<file path="src/sv/tbc_pkg.sv">
// Shared types and constants for the translation block cache.
// No dependencies.
package tbc_pkg;
    localparam int ENTRIES     = 8;
    localparam int SLOT_W      = $clog2(ENTRIES);
    localparam int ADDR_BITS   = 16;
    localparam int ORDER_DEPTH = 16;
    localparam int QPTR_W      = $clog2(ORDER_DEPTH);
    localparam int QFILL_W     = QPTR_W + 1;
    localparam int CNT_W       = $clog2(ENTRIES + 1);

    typedef enum logic [1:0] {
        OP_LOOKUP     = 2'd0,
        OP_COMPILE    = 2'd1,
        OP_INVALIDATE = 2'd2,
        OP_NONE       = 2'd3
    } opcode_t;

    typedef enum logic [2:0] {
        ST_HIT     = 3'd0,
        ST_MISS    = 3'd1,
        ST_COMPILE = 3'd2,
        ST_FAIL    = 3'd3,
        ST_RANGE   = 3'd4,
        ST_INVAL   = 3'd5,
        ST_NOENT   = 3'd6,
        ST_NOROOM  = 3'd7
    } status_t;

    localparam logic [1:0] CFG_CAPACITY = 2'd0;
    localparam logic [1:0] CFG_PROGLEN  = 2'd1;
    localparam logic [1:0] CFG_FAILURES = 2'd2;

    typedef enum logic [2:0] {
        S_IDLE,
        S_DECIDE,
        S_EVICT,
        S_INSERT,
        S_OUT
    } state_t;

    // controller -> datapath
    typedef struct packed {
        logic load;      // capture input item
        logic decide;    // resolve lookup/invalidate/failure path
        logic evict_pop; // pop one queue entry and evict it if present
        logic insert;    // place the new block
        logic out_load;  // move result to output register
    } dp_cmd_t;

    // datapath -> controller
    typedef struct packed {
        logic need_insert; // after decide: compile miss that will insert
        logic need_evict;  // occupied count at capacity
        logic queue_empty;
        logic evict_hit;   // head key is occupied
    } dp_stat_t;
endpackage

</file>
<file path="src/sv/tbc_ctrl.sv">
// Controller state machine for the translation block cache.
// Depends on tbc_pkg.
module tbc_ctrl (
    input  logic              aclk,
    input  logic              aresetn,
    input  logic              s_tvalid,
    output logic              s_tready,
    output logic              m_tvalid,
    input  logic              m_tready,
    input  tbc_pkg::dp_stat_t stat,
    output tbc_pkg::dp_cmd_t  cmd
);
    import tbc_pkg::*;

    state_t state_reg, state_next;
    logic   mvalid_reg, mvalid_next;

    always_ff @(posedge aclk) begin
        if (!aresetn) begin
            state_reg  <= S_IDLE;
            mvalid_reg <= 1'b0;
        end else begin
            state_reg  <= state_next;
            mvalid_reg <= mvalid_next;
        end
    end

    assign m_tvalid = mvalid_reg;
    assign s_tready = (state_reg == S_IDLE);

    always_comb begin
        state_next  = state_reg;
        cmd         = '0;
        mvalid_next = mvalid_reg && !m_tready;
        unique case (state_reg)
            S_IDLE: begin
                if (s_tvalid) begin
                    cmd.load   = 1'b1;
                    state_next = S_DECIDE;
                end
            end
            S_DECIDE: begin
                cmd.decide = 1'b1;
                if (stat.need_insert)
                    state_next = stat.need_evict ? S_EVICT : S_INSERT;
                else
                    state_next = S_OUT;
            end
            S_EVICT: begin
                if (stat.queue_empty) begin
                    state_next = S_INSERT;
                end else begin
                    cmd.evict_pop = 1'b1;
                    if (stat.evict_hit) state_next = S_INSERT;
                end
            end
            S_INSERT: begin
                cmd.insert = 1'b1;
                state_next = S_OUT;
            end
            S_OUT: begin
                // output register must be free
                if (!mvalid_reg || m_tready) begin
                    cmd.out_load = 1'b1;
                    mvalid_next  = 1'b1;
                    state_next   = S_IDLE;
                end
            end
            default: state_next = S_IDLE;
        endcase
    end

`ifndef NO_ASSERTIONS
    a_out_from_out: assert property (@(posedge aclk) disable iff (!aresetn)
        cmd.out_load |-> state_reg == S_OUT)
        else $error("result loaded outside output state");
    a_ready_idle: assert property (@(posedge aclk) disable iff (!aresetn)
        (s_tvalid && s_tready) |=> state_reg == S_DECIDE)
        else $error("accepted item not decided");
    a_no_overwrite: assert property (@(posedge aclk) disable iff (!aresetn)
        cmd.out_load |-> (!mvalid_reg || m_tready))
        else $error("pending result overwritten");
`endif
endmodule

</file>
<file path="src/sv/tbc_datapath.sv">
// Datapath of the translation block cache: slots, age queue, counters, output register.
// Depends on tbc_pkg.
module tbc_datapath (
    input  logic              aclk,
    input  logic              aresetn,
    input  tbc_pkg::dp_cmd_t  cmd,
    output tbc_pkg::dp_stat_t stat,
    input  logic [1:0]        in_opcode,
    input  logic [15:0]       in_guest_pc,
    input  logic [16:0]       in_block_end,
    input  logic              cfg_we,
    input  logic [1:0]        cfg_index,
    input  logic [16:0]       cfg_data,
    output logic [2:0]        out_status,
    output logic [16:0]       out_found_end,
    output logic [31:0]       out_found_generation,
    output logic [3:0]        out_live_count,
    output logic [31:0]       out_compiled_count
);
    import tbc_pkg::*;

    logic [3:0]  capacity_reg;
    logic [16:0] prog_len_reg;
    logic [7:0]  fail_left_reg;

    logic [ENTRIES-1:0] used_reg, valid_reg;
    logic [ADDR_BITS-1:0] key_mem [ENTRIES];
    logic [16:0] end_mem [ENTRIES];
    logic [31:0] gen_mem [ENTRIES];

    logic [ADDR_BITS-1:0] queue_mem [ORDER_DEPTH];
    logic [QPTR_W-1:0]    head_reg;
    logic [QFILL_W-1:0]   fill_reg;

    logic [31:0] gen_cnt_reg, total_reg;

    logic [1:0]           op_reg;
    logic [ADDR_BITS-1:0] pc_reg;
    logic [16:0]          bend_reg;

    logic [2:0]  st_reg;
    logic [16:0] fend_reg;
    logic [31:0] fgen_reg;

    logic [2:0]  o_status_reg;
    logic [16:0] o_end_reg;
    logic [31:0] o_gen_reg;
    logic [3:0]  o_live_reg;
    logic [31:0] o_total_reg;

    // associative match on the held key
    logic [ENTRIES-1:0] match, head_match;
    logic               hit_any, valid_hit;
    logic [SLOT_W-1:0]  hit_idx, free_idx;
    logic               free_any;
    logic [16:0]        hit_end;
    logic [31:0]        hit_gen;
    logic [CNT_W-1:0]   used_cnt, live_cnt;
    logic [ADDR_BITS-1:0] head_key;

    always_comb begin
        hit_any  = 1'b0;
        hit_idx  = '0;
        free_any = 1'b0;
        free_idx = '0;
        used_cnt = '0;
        live_cnt = '0;
        head_key = queue_mem[head_reg];
        for (int i = 0; i < ENTRIES; i++) begin
            match[i]      = used_reg[i] && (key_mem[i] == pc_reg);
            head_match[i] = used_reg[i] && (key_mem[i] == head_key);
            used_cnt = used_cnt + CNT_W'(used_reg[i]);
            live_cnt = live_cnt + CNT_W'(used_reg[i] && valid_reg[i]);
        end
        for (int i = ENTRIES - 1; i >= 0; i--) begin
            if (match[i]) begin
                hit_any = 1'b1;
                hit_idx = SLOT_W'(i);
            end
        end
        // lowest free slot wins
        for (int i = ENTRIES - 1; i >= 0; i--) begin
            if (!used_reg[i]) begin
                free_any = 1'b1;
                free_idx = SLOT_W'(i);
            end
        end
        valid_hit = hit_any && valid_reg[hit_idx];
        hit_end   = end_mem[hit_idx];
        hit_gen   = gen_mem[hit_idx];
    end

    assign stat.need_insert = (op_reg == OP_COMPILE) && !valid_hit
                              && (fail_left_reg == '0) && ({1'b0, pc_reg} < prog_len_reg);
    assign stat.need_evict  = (4'(used_cnt) >= capacity_reg);
    assign stat.queue_empty = (fill_reg == '0);
    assign stat.evict_hit   = |head_match;

    logic [SLOT_W-1:0] evict_idx;
    always_comb begin
        evict_idx = '0;
        for (int i = ENTRIES - 1; i >= 0; i--)
            if (head_match[i]) evict_idx = SLOT_W'(i);
    end

    logic [SLOT_W-1:0] ins_idx;
    logic              ins_ok;
    assign ins_ok  = hit_any || free_any;
    assign ins_idx = hit_any ? hit_idx : free_idx;

    logic [31:0] gen_inc;
    assign gen_inc = gen_cnt_reg + 32'd1;

    always_ff @(posedge aclk) begin
        if (!aresetn) begin
            capacity_reg  <= 4'd8;
            prog_len_reg  <= '0;
            fail_left_reg <= '0;
            used_reg      <= '0;
            valid_reg     <= '0;
            head_reg      <= '0;
            fill_reg      <= '0;
            gen_cnt_reg   <= '0;
            total_reg     <= '0;
        end else begin
            if (cfg_we) begin
                unique case (cfg_index)
                    CFG_CAPACITY: capacity_reg  <= cfg_data[3:0];
                    CFG_PROGLEN:  prog_len_reg  <= cfg_data;
                    CFG_FAILURES: fail_left_reg <= cfg_data[7:0];
                    default: ;
                endcase
            end
            if (cmd.decide) begin
                if ((op_reg == OP_COMPILE) && !valid_hit && fail_left_reg != '0)
                    fail_left_reg <= fail_left_reg - 8'd1;
                if ((op_reg == OP_INVALIDATE) && hit_any)
                    valid_reg[hit_idx] <= 1'b0;
            end
            if (cmd.evict_pop) begin
                head_reg <= head_reg + QPTR_W'(1);
                fill_reg <= fill_reg - QFILL_W'(1);
                if (|head_match) begin
                    used_reg[evict_idx]  <= 1'b0;
                    valid_reg[evict_idx] <= 1'b0;
                end
            end
            if (cmd.insert && ins_ok) begin
                used_reg[ins_idx]  <= 1'b1;
                valid_reg[ins_idx] <= 1'b1;
                gen_cnt_reg <= gen_inc;
                total_reg   <= total_reg + 32'd1;
                if (fill_reg == QFILL_W'(ORDER_DEPTH))
                    head_reg <= head_reg + QPTR_W'(1);
                else
                    fill_reg <= fill_reg + QFILL_W'(1);
            end
        end
    end

    logic [QPTR_W-1:0] push_ptr;
    assign push_ptr = (fill_reg == QFILL_W'(ORDER_DEPTH)) ? head_reg
                      : head_reg + fill_reg[QPTR_W-1:0];

    always_ff @(posedge aclk) begin
        if (cmd.load) begin
            op_reg   <= in_opcode;
            pc_reg   <= in_guest_pc;
            bend_reg <= in_block_end;
        end
        if (cmd.decide) begin
            unique case (op_reg) inside
                OP_LOOKUP, OP_COMPILE: begin
                    fend_reg <= valid_hit ? hit_end : '0;
                    fgen_reg <= valid_hit ? hit_gen : '0;
                    if (valid_hit)
                        st_reg <= ST_HIT;
                    else if (op_reg == OP_LOOKUP)
                        st_reg <= ST_MISS;
                    else if (fail_left_reg != '0)
                        st_reg <= ST_FAIL;
                    else
                        st_reg <= ST_RANGE; // replaced on insert
                end
                OP_INVALIDATE: begin
                    st_reg   <= hit_any ? ST_INVAL : ST_NOENT;
                    fend_reg <= '0;
                    fgen_reg <= '0;
                end
                default: begin
                    st_reg   <= ST_NOENT;
                    fend_reg <= '0;
                    fgen_reg <= '0;
                end
            endcase
        end
        if (cmd.insert) begin
            if (ins_ok) begin
                key_mem[ins_idx]   <= pc_reg;
                end_mem[ins_idx]   <= bend_reg;
                gen_mem[ins_idx]   <= gen_inc;
                queue_mem[push_ptr] <= pc_reg;
                st_reg   <= ST_COMPILE;
                fend_reg <= bend_reg;
                fgen_reg <= gen_inc;
            end else begin
                st_reg <= ST_NOROOM;
            end
        end
        if (cmd.out_load) begin
            o_status_reg <= st_reg;
            o_end_reg    <= fend_reg;
            o_gen_reg    <= fgen_reg;
            o_live_reg   <= 4'(live_cnt);
            o_total_reg  <= total_reg;
        end
    end

    assign out_status           = o_status_reg;
    assign out_found_end        = o_end_reg;
    assign out_found_generation = o_gen_reg;
    assign out_live_count       = o_live_reg;
    assign out_compiled_count   = o_total_reg;

`ifndef NO_ASSERTIONS
    a_valid_used: assert property (@(posedge aclk) disable iff (!aresetn)
        (valid_reg & ~used_reg) == '0)
        else $error("valid slot not occupied");
    a_fill_bound: assert property (@(posedge aclk) disable iff (!aresetn)
        fill_reg <= QFILL_W'(ORDER_DEPTH))
        else $error("queue overfilled");
    a_pop_nonempty: assert property (@(posedge aclk) disable iff (!aresetn)
        cmd.evict_pop |-> fill_reg != '0)
        else $error("pop from empty queue");
`endif
endmodule

</file>
<file path="src/sv/translation_block_cache_top.sv">
// Top level of the translation block cache: controller plus datapath.
// Depends on tbc_pkg, tbc_ctrl, tbc_datapath.
//
// Usage: one command item on the s_ stream (opcode, guest_pc, block_end)
// gives exactly one result item on the m_ stream (status, found_end,
// found_generation, live_count, compiled_count).
// Each accepted item passes through the decide and output states; a compile
// that inserts also passes through insert and, when the slots are at capacity,
// through evict first, which pops age-queue entries until one holds an occupied
// key to evict or the queue runs empty (at most ORDER_DEPTH entries popped).
// One item is in flight at a time; s_tready returns the cycle after the
// result is loaded, so no new item is taken before the last one is done.
// The result sits in an output register; the next item is accepted while
// it waits, but a new result is not written until the old one is taken,
// so a stalled receiver stalls the block after one further item.
// Reset (aresetn low, synchronous) empties every slot and the age queue,
// clears the counters and loads capacity 8, program_length 0, failures 0.
// Configuration must be written via cfg_we/cfg_index/cfg_data only while idle;
// not enforced; writing failure_count reloads the remaining-failures counter.
module translation_block_cache_top (
    input  logic        aclk,
    input  logic        aresetn,
    input  logic        s_tvalid,
    output logic        s_tready,
    input  logic [39:0] s_tdata,  // opcode[1:0], guest_pc[17:2], block_end[34:18]
    output logic        m_tvalid,
    input  logic        m_tready,
    // status[2:0], found_end[19:3], found_generation[51:20],
    // live_count[55:52], compiled_count[87:56]
    output logic [87:0] m_tdata,
    input  logic        cfg_we,
    input  logic [1:0]  cfg_index,
    input  logic [16:0] cfg_data
);
    import tbc_pkg::*;

    dp_cmd_t  cmd;
    dp_stat_t stat;

    tbc_ctrl u_ctrl (
        .aclk     (aclk),
        .aresetn  (aresetn),
        .s_tvalid (s_tvalid),
        .s_tready (s_tready),
        .m_tvalid (m_tvalid),
        .m_tready (m_tready),
        .stat     (stat),
        .cmd      (cmd)
    );

    tbc_datapath u_dp (
        .aclk                 (aclk),
        .aresetn              (aresetn),
        .cmd                  (cmd),
        .stat                 (stat),
        .in_opcode            (s_tdata[1:0]),
        .in_guest_pc          (s_tdata[17:2]),
        .in_block_end         (s_tdata[34:18]),
        .cfg_we               (cfg_we),
        .cfg_index            (cfg_index),
        .cfg_data             (cfg_data),
        .out_status           (m_tdata[2:0]),
        .out_found_end        (m_tdata[19:3]),
        .out_found_generation (m_tdata[51:20]),
        .out_live_count       (m_tdata[55:52]),
        .out_compiled_count   (m_tdata[87:56])
    );
endmodule

</file>
<file path="config.mk">
export PLATFORM = sky130hd
export DESIGN_NAME = translation_block_cache_top
export DESIGN_NICKNAME = d
export VERILOG_FILES = /design/src/sv/tbc_pkg.sv /design/src/sv/tbc_ctrl.sv /design/src/sv/tbc_datapath.sv /design/src/sv/translation_block_cache_top.sv
export SDC_FILE = /design/constraint.sdc
export NUM_CORES = 2
export LEC_CHECK = 0
export BUFFER_PORTS_ARGS = -buffer_cell sky130_fd_sc_hd__buf_2
export CORE_ASPECT_RATIO = 0.5
export CORE_MARGIN = 8
export CORE_UTILIZATION = 55
export DETAILED_ROUTE_END_ITERATION = 12
export PLACE_DENSITY = 0.72
export SLEW_MARGIN = 5
export SYNTH_ARGS = -nofsm -noshare
export SYNTH_HDL_FRONTEND = slang
export SYNTH_HIERARCHICAL = 1
export SYNTH_SLANG_ARGS = --single-unit
</file>
<file path="constraint.sdc">
create_clock -name aclk -period 9.1 [get_ports aclk]
set_clock_uncertainty 0.15 [all_clocks]
set_input_delay 2.275 -clock aclk [delete_from_list [all_inputs] [get_ports aclk]]
set_output_delay 2.275 -clock aclk [all_outputs]
set_load 0.01 [all_outputs]
</file>
**Yosys cells after proc, flatten, opt, wreduce, memory -nomap -nowiden**

Memory sizes are Yosys's and may differ from the RTL's. A register that Yosys moved wholly into a read port is not among the register bits.
Cells that the tools add are included.

- Register bits after elaboration: 297
- Bits in writable memories: 776
- Input port bits: 64
- Output and inout bits: 90
- Logic and storage cells: 252
- Memories kept: 4

Memory list:

| name | depth | bits a word | read ports | clocked after memory_dff | wr ports | line | RTL |
|---|---|---|---|---|---|---|---|
| u_dp.gen_mem | 8 | 32 | 1 | 0 | 1 | tbc_datapath.sv:29 | `logic [31:0] gen_mem [ENTRIES];` |
| u_dp.queue_mem | 16 | 16 | 1 | 1 | 1 | tbc_datapath.sv:31 | `logic [ADDR_BITS-1:0] queue_mem [ORDER_DEPTH];` |
| u_dp.end_mem | 8 | 17 | 1 | 0 | 1 | tbc_datapath.sv:28 | `logic [16:0] end_mem [ENTRIES];` |
| u_dp.key_mem | 8 | 16 | 8 | 0 | 1 | tbc_datapath.sv:27 | `logic [ADDR_BITS-1:0] key_mem [ENTRIES];` |

- Add/sub/neg operators: 21
- Order comparisons: 8
- Eq/ne operators: 28
- Multiplexer cells: 110
- Bitwise gates (word level): 7
- Reduce and logical (&&, ||, !) cells: 52

Operator list:

| kind | number |
|---|---|
| 16-bit == test | 16 |
| 32-bit two-way mux | 5 |
| 8-bit two-way mux | 15 |
| 3-bit two-way mux | 36 |
| 17-bit two-way mux | 5 |
| 32-bit by 1-bit adder with 32-bit output, second input constant | 2 |
| 4-bit by 1-bit adder with 4-bit output | 12 |
| 1-bit logical AND | 35 |
| 1-bit two-way mux | 34 |
| 8-bit AND | 3 |
| 4-bit two-way mux | 5 |
| 16-bit by 17-bit < comparator with 1-bit output | 1 |
| 8-bit NOT | 2 |
| 8-bit OR | 2 |
| 5-bit two-way mux | 3 |
| 3-bit case mux with 5 select lines | 1 |
| 3-bit by 4-bit < comparator with 1-bit output, second input constant | 3 |
| 1-bit demux with 3-bit select | 3 |
| 3-bit by 1-bit greater-or-equal comparator with 1-bit output, second input constant | 3 |
| 8-bit zero test | 1 |
| 8-bit nonzero test | 1 |
| 8-bit OR reduction | 1 |
| 8-bit by 1-bit subtractor with 8-bit output, second input constant | 1 |
| 3-bit by 2-bit == test with 1-bit output, second input constant | 2 |
| 26 further kinds | 34 |

**Depth between registers and ports, before layout**

An unclocked memory read counts as a cell.

- Depth after elaboration: 26
- Depth in mapped cells: 18
- Gate-level depth less buffers: 16

**Modules after synthesis**

Netlist, hierarchy kept.

By module, submodules not included:

| module | times used | cells an instance | area each (um^2) | seq. area each (um^2) |
|---|---|---|---|---|
| tbc_datapath | 1 | 3780 | 48159.9 | 30429.2 |
| tbc_ctrl | 1 | 27 | 212.7 | 80.1 |

**Worst setup path before layout**

OpenSTA, ideal clock, no wires.

- Kind: register to register
- Start point: register u_dp.pc_reg[3]
- End point: memory u_dp.end_mem[2][0], enable pin
- Library setup time: 0.568 ns
- Data arrival time: 7.288 ns
- Data required time: 8.382 ns
- Path slack: 1.094 ns
- Cell stages (with the launch flop): 10
- Path buffers: 2
- Clock period less this slack: 8.006 ns
- Cell sequence: edfxtp_1 > clkbuf_1 > xor2_1 > or4b_1 > or4_1 > o22ai_1 > buf_2 > or2_2 > o21ai_0 > nor3_1

- Cells in the longest elaborated chain, start to end: 14
- Elaborated cells between the ends (all ways): 37
- Those cells by class: 8 x eq/ne; 20 x mux; 9 x reduce/logical

Ends and longest elaborated chain:

| what | line | RTL |
|---|---|---|
| start, declared | tbc_datapath.sv:38 | `logic [ADDR_BITS-1:0] pc_reg;` |
| start signal, assigned | tbc_datapath.sv:168 | `pc_reg <= in_guest_pc;` |
| 16-bit == test | tbc_datapath.sv:70 | `match[i] = used_reg[i] && (key_mem[i] == pc_reg);` |
| 1-bit logical AND | tbc_datapath.sv:70 |  |
| 1-bit two-way mux (8 in a row) | tbc_datapath.sv:76 | `if (match[i]) begin` |
| 1-bit logical OR | tbc_datapath.sv:108 | `assign ins_ok = hit_any \|\| free_any;` |
| 1-bit two-way mux | tbc_datapath.sv:198 | `if (ins_ok) begin` |
| 1-bit two-way mux | tbc_datapath.sv:197 | `if (cmd.insert) begin` |
| 1-bit two-way mux (not written as such) | tbc_datapath.sv:200 | `end_mem[ins_idx] <= bend_reg;` |
| end, declared | tbc_datapath.sv:28 |  |

Parallel ways exist; a longest one is shown, timed or not.

**Final worst setup path**

- Start point: register u_dp.pc_reg[14]
- End point: memory u_dp.gen_mem[0][17], enable pin

- Cells in the longest elaborated chain, start to end: 14
- Elaborated cells between the ends (all ways): 37
- Those cells by class: 8 x eq/ne; 20 x mux; 9 x reduce/logical

Ends and longest elaborated chain:

| what | line | RTL |
|---|---|---|
| 16-bit == test | tbc_datapath.sv:70 |  |
| 1-bit logical AND | tbc_datapath.sv:70 |  |
| 1-bit two-way mux (8 in a row) | tbc_datapath.sv:76 |  |
| 1-bit logical OR | tbc_datapath.sv:108 |  |
| 1-bit two-way mux | tbc_datapath.sv:198 |  |
| 1-bit two-way mux | tbc_datapath.sv:197 |  |
| 1-bit two-way mux (not written as such) | tbc_datapath.sv:201 | `gen_mem[ins_idx] <= gen_inc;` |
| end, declared | tbc_datapath.sv:29 |  |

Parallel ways exist; a longest one is shown, timed or not.

==> results.md <==
- Status: finished, final reports clean
- Post-CTS Resized: 0
- XOR/XNOR Fraction of Synth Area: 7.53%
- Gpl congestion: about 0.98
- Port buffer count: 148
- Worst Setup SP: u_dp/pc_reg[14]
- Cell Area, Placed: between 50000 and 60000 sq um
- VDD IR max: 0.000134 V
- Drt via density: between 6 and 7
- Vias in the first global route: ~32000
- Fraction of the cycle the final worst path needs: 66.7%
- Initial antenna violation count: 2
- Power per Cell Area: 186 nW/um^2
- Synth top area share: approximately 56%
- Endpoints failing hold: 0
- Gr usage total: 26.1%
- CP bufs+invs: 2
- Total Power: 0.00996 W
- Commonest non-fill, non-tap cells in the layout: 902 x edfxtp_1, 335 x nor2_1, 257 x xnor2_1
- Reg2reg end: u_dp/gen_mem[0][17]
- Top_reg_cell synth: edfxtp_1
- CTS tree: yes
- Initial Utilization: 55.1%
- Max incr delay on CP: between 800 and 900 ps
- Syn Inst Count: ~3800
- Via count: about 33000
- Post-route antenna net violation count: 0
- Overflow after GRT: 0
- Die width: 435 microns
- Unique masters post-synth: 94
- Total Wirelength: 132000 microns
- Final nets: approximately 4000
- Worst Hold Class: register to register
- First-pass GRT wire length: 197000 microns
- Worst EP arrival: 6240 ps
- Full die area: 98300 sq um
- Number of clock sinks: 1073
- Yosys reg bits: 1073
- Post-Synth Adder-Cell Area: 1.28%
- YS warnings: 6
- Largest regs: u_dp/gen_mem x256, u_dp/queue_mem x256, u_dp/end_mem x136
- Core area: between 80000 and 90000 sq um
- Hold Buf Count CTS: 0
- R2R setup slack: 3030 ps
- DR pass1 iterations: 6
- Max-slew violation count: 0
- Post-route DRC violation count: 0
- Crit path kind: register to register
- Row Count: just under 80
- Worst Setup End Kind: register
- Combinational family with the most area after synthesis: simple AND/OR/NAND/NOR gates
- Commonest non-fill, non-tap cell in the layout: edfxtp_1
- Worst slew pin tran: about 1200 ps
- Setup Buffers After CTS: 0
- Clock Path Buffers: 3
- Fin crit period: around 6100 ps
- Multiplexer area fraction after synthesis: 4.12%
- Fmax: 165 MHz
- CP required: around 9300 ps
- Synth Area in Simple Gates: about 12%
- Hpwl dp: between 80000 and 90000 microns
- Cts bufs inserted: 94
- Dominant cells by area after synthesis: edfxtp_1 56%, dfxtp_1 7.1%, xnor2_1 4.7%
- Drt wl/cell: 25.5 microns
- Layout area overhead: 11.0%
- Critical path capture point: u_dp/gen_mem[0][17]
- Die extent in y: between 200 and 250 microns
- CP top delay family: simple AND/OR/NAND/NOR gates
- Hold_sp: u_dp/fend_reg[1]
- CTS root buffer: clkbuf_16
- Area leader, netlist: edfxtp_1
- Syn_nets: about 3900
- Post-synthesis compound-gate area fraction: 8.92%
- CP Cell Sequence: buf_4 > xnor2_1 > nand4_1 > or4_1 > o22ai_1 > or2_2 > o21ai_0 > or2_2 > nor2_4 > buf_4
- Critical R2R Launch: u_dp/pc_reg[14]
- RSZ-0062 raised after global routing: no
- Pleak: 17.9 nW
- Pin count of the biggest net entering global routing: 112
- # diodes: 0
- Worst R2R Path Depth: 10
- H-tree depth: 3
- Synth async-reset ratio: 0%
- Worst-path clk slew: ~70 ps
- Syn Std Cell Area: 48400 sq um
- Clock Latency Late Sink: about 700 ps
- # setup viols final: 0
- DR iter-0 viols: ~3800
- Startpoint types: register
- Hold path depth: 0
- EDFF count, synth: 902
- Max-cap violations: 0
- Register area share after synthesis: 63.1%
- I/O pin cnt: 154
- Crit-path max FO: 49
- Post-route cell area: 53700 sq um
- Ratio of cells with drive above 1 in the final layout: 12.6%
- Relative slew slack: 19.3%
- Sum Neg Setup Slack: 0 ps
- Average size of a mapped cell: approximately 13 sq um
- Crit-path slowest cell: edfxtp_1
- Crit. path cell count: 10
layout make-up:
type | instances | area (sq um)
timing repair buffer | 229 | 1360
tap | 1185 | 1480
clock inverter | 55 | 683
sequential | 1073 | 30500
fill | 6611 | 34100
inverter | 82 | 309
multi-input combinational | 2441 | 16700
clock buffer | 118 | 2620
where the power goes:
group / internal [W] / switching [W] / total, W
sequential: 0.00536 / 0.0000373 / 0.00539
combinational: 0.0000877 / 0.000220 / 0.000307
clock: 0.00242 / 0.00183 / 0.00426
logic make-up (layout without fill, tap and decap cells):
kind of cell | after synthesis | after routing
AND/OR/NAND/NOR | 1176 | 1176
buffers and inverters | 293 | 484
multiplexers | 154 | 154
adder cells (fa/ha/maj) | 44 | 44
AO/OA/AOI/OAI | 651 | 651
XOR/XNOR | 416 | 416
flip-flops | 1073 | 1073
per-stage QoR:
stage | util, % | hold WS, ps | instances | worst slack [ps]
2_1_floorplan | - | 250 | 3807 | 1090
3_3_place_gp | 57.4 | 260 | 5010 | 3200
3_5_place_dp | 57.4 | 258 | 5010 | 3140
4_1_cts | 61.2 | 274 | 5183 | 3120
5_1_grt | 61.2 | 279 | 5183 | 2780
6_report | 61.2 | 272 | 5183 | 3030
worst min-delay path by stage:
stage / endpoint / slack (ps)
global route: u_dp/out_status[1] / 280
global placement: u_dp/out_found_generation[16] / 260
floorplan: u_dp/out_status[0] / 250
finish: u_dp/out_found_end[1] / 270
CTS: u_dp/out_found_end[1] / 270
detailed placement: u_dp/out_found_end[1] / 260
routing by layer:
metal / global-route usage [%] / vias up / routed length (microns)
li1: - / 14500 / -
met1: 35.7 / 16200 / 54500
met2: 42.4 / 1509 / 61200
met3: 4.06 / 329 / 10800
met4: 9.94 / 2 / 5650
met5: 0 / - / 13
cell usage after synthesis (21+ instances only):
master    instances
a21oi_1         170
a22oi_1          25
and2_1           21
and3_1           68
buf_1            26
buf_2            52
clkbuf_1        117
dfxtp_1         171
edfxtp_1        902
ha_1             35
inv_1            79
mux2_2           21
mux2i_1          96
mux4_2           29
nand2_1         188
nand3_1          93
nand4_1          73
nor2_1          341
nor3_1          163
nor4_1           23
o21ai_0         108
o22a_1           51
o22ai_1          70
o31ai_1          55
or3_1            28
or4_1            34
xnor2_1         257
xor2_1          159
Note: power is estimated with default switching activity, not from simulation.
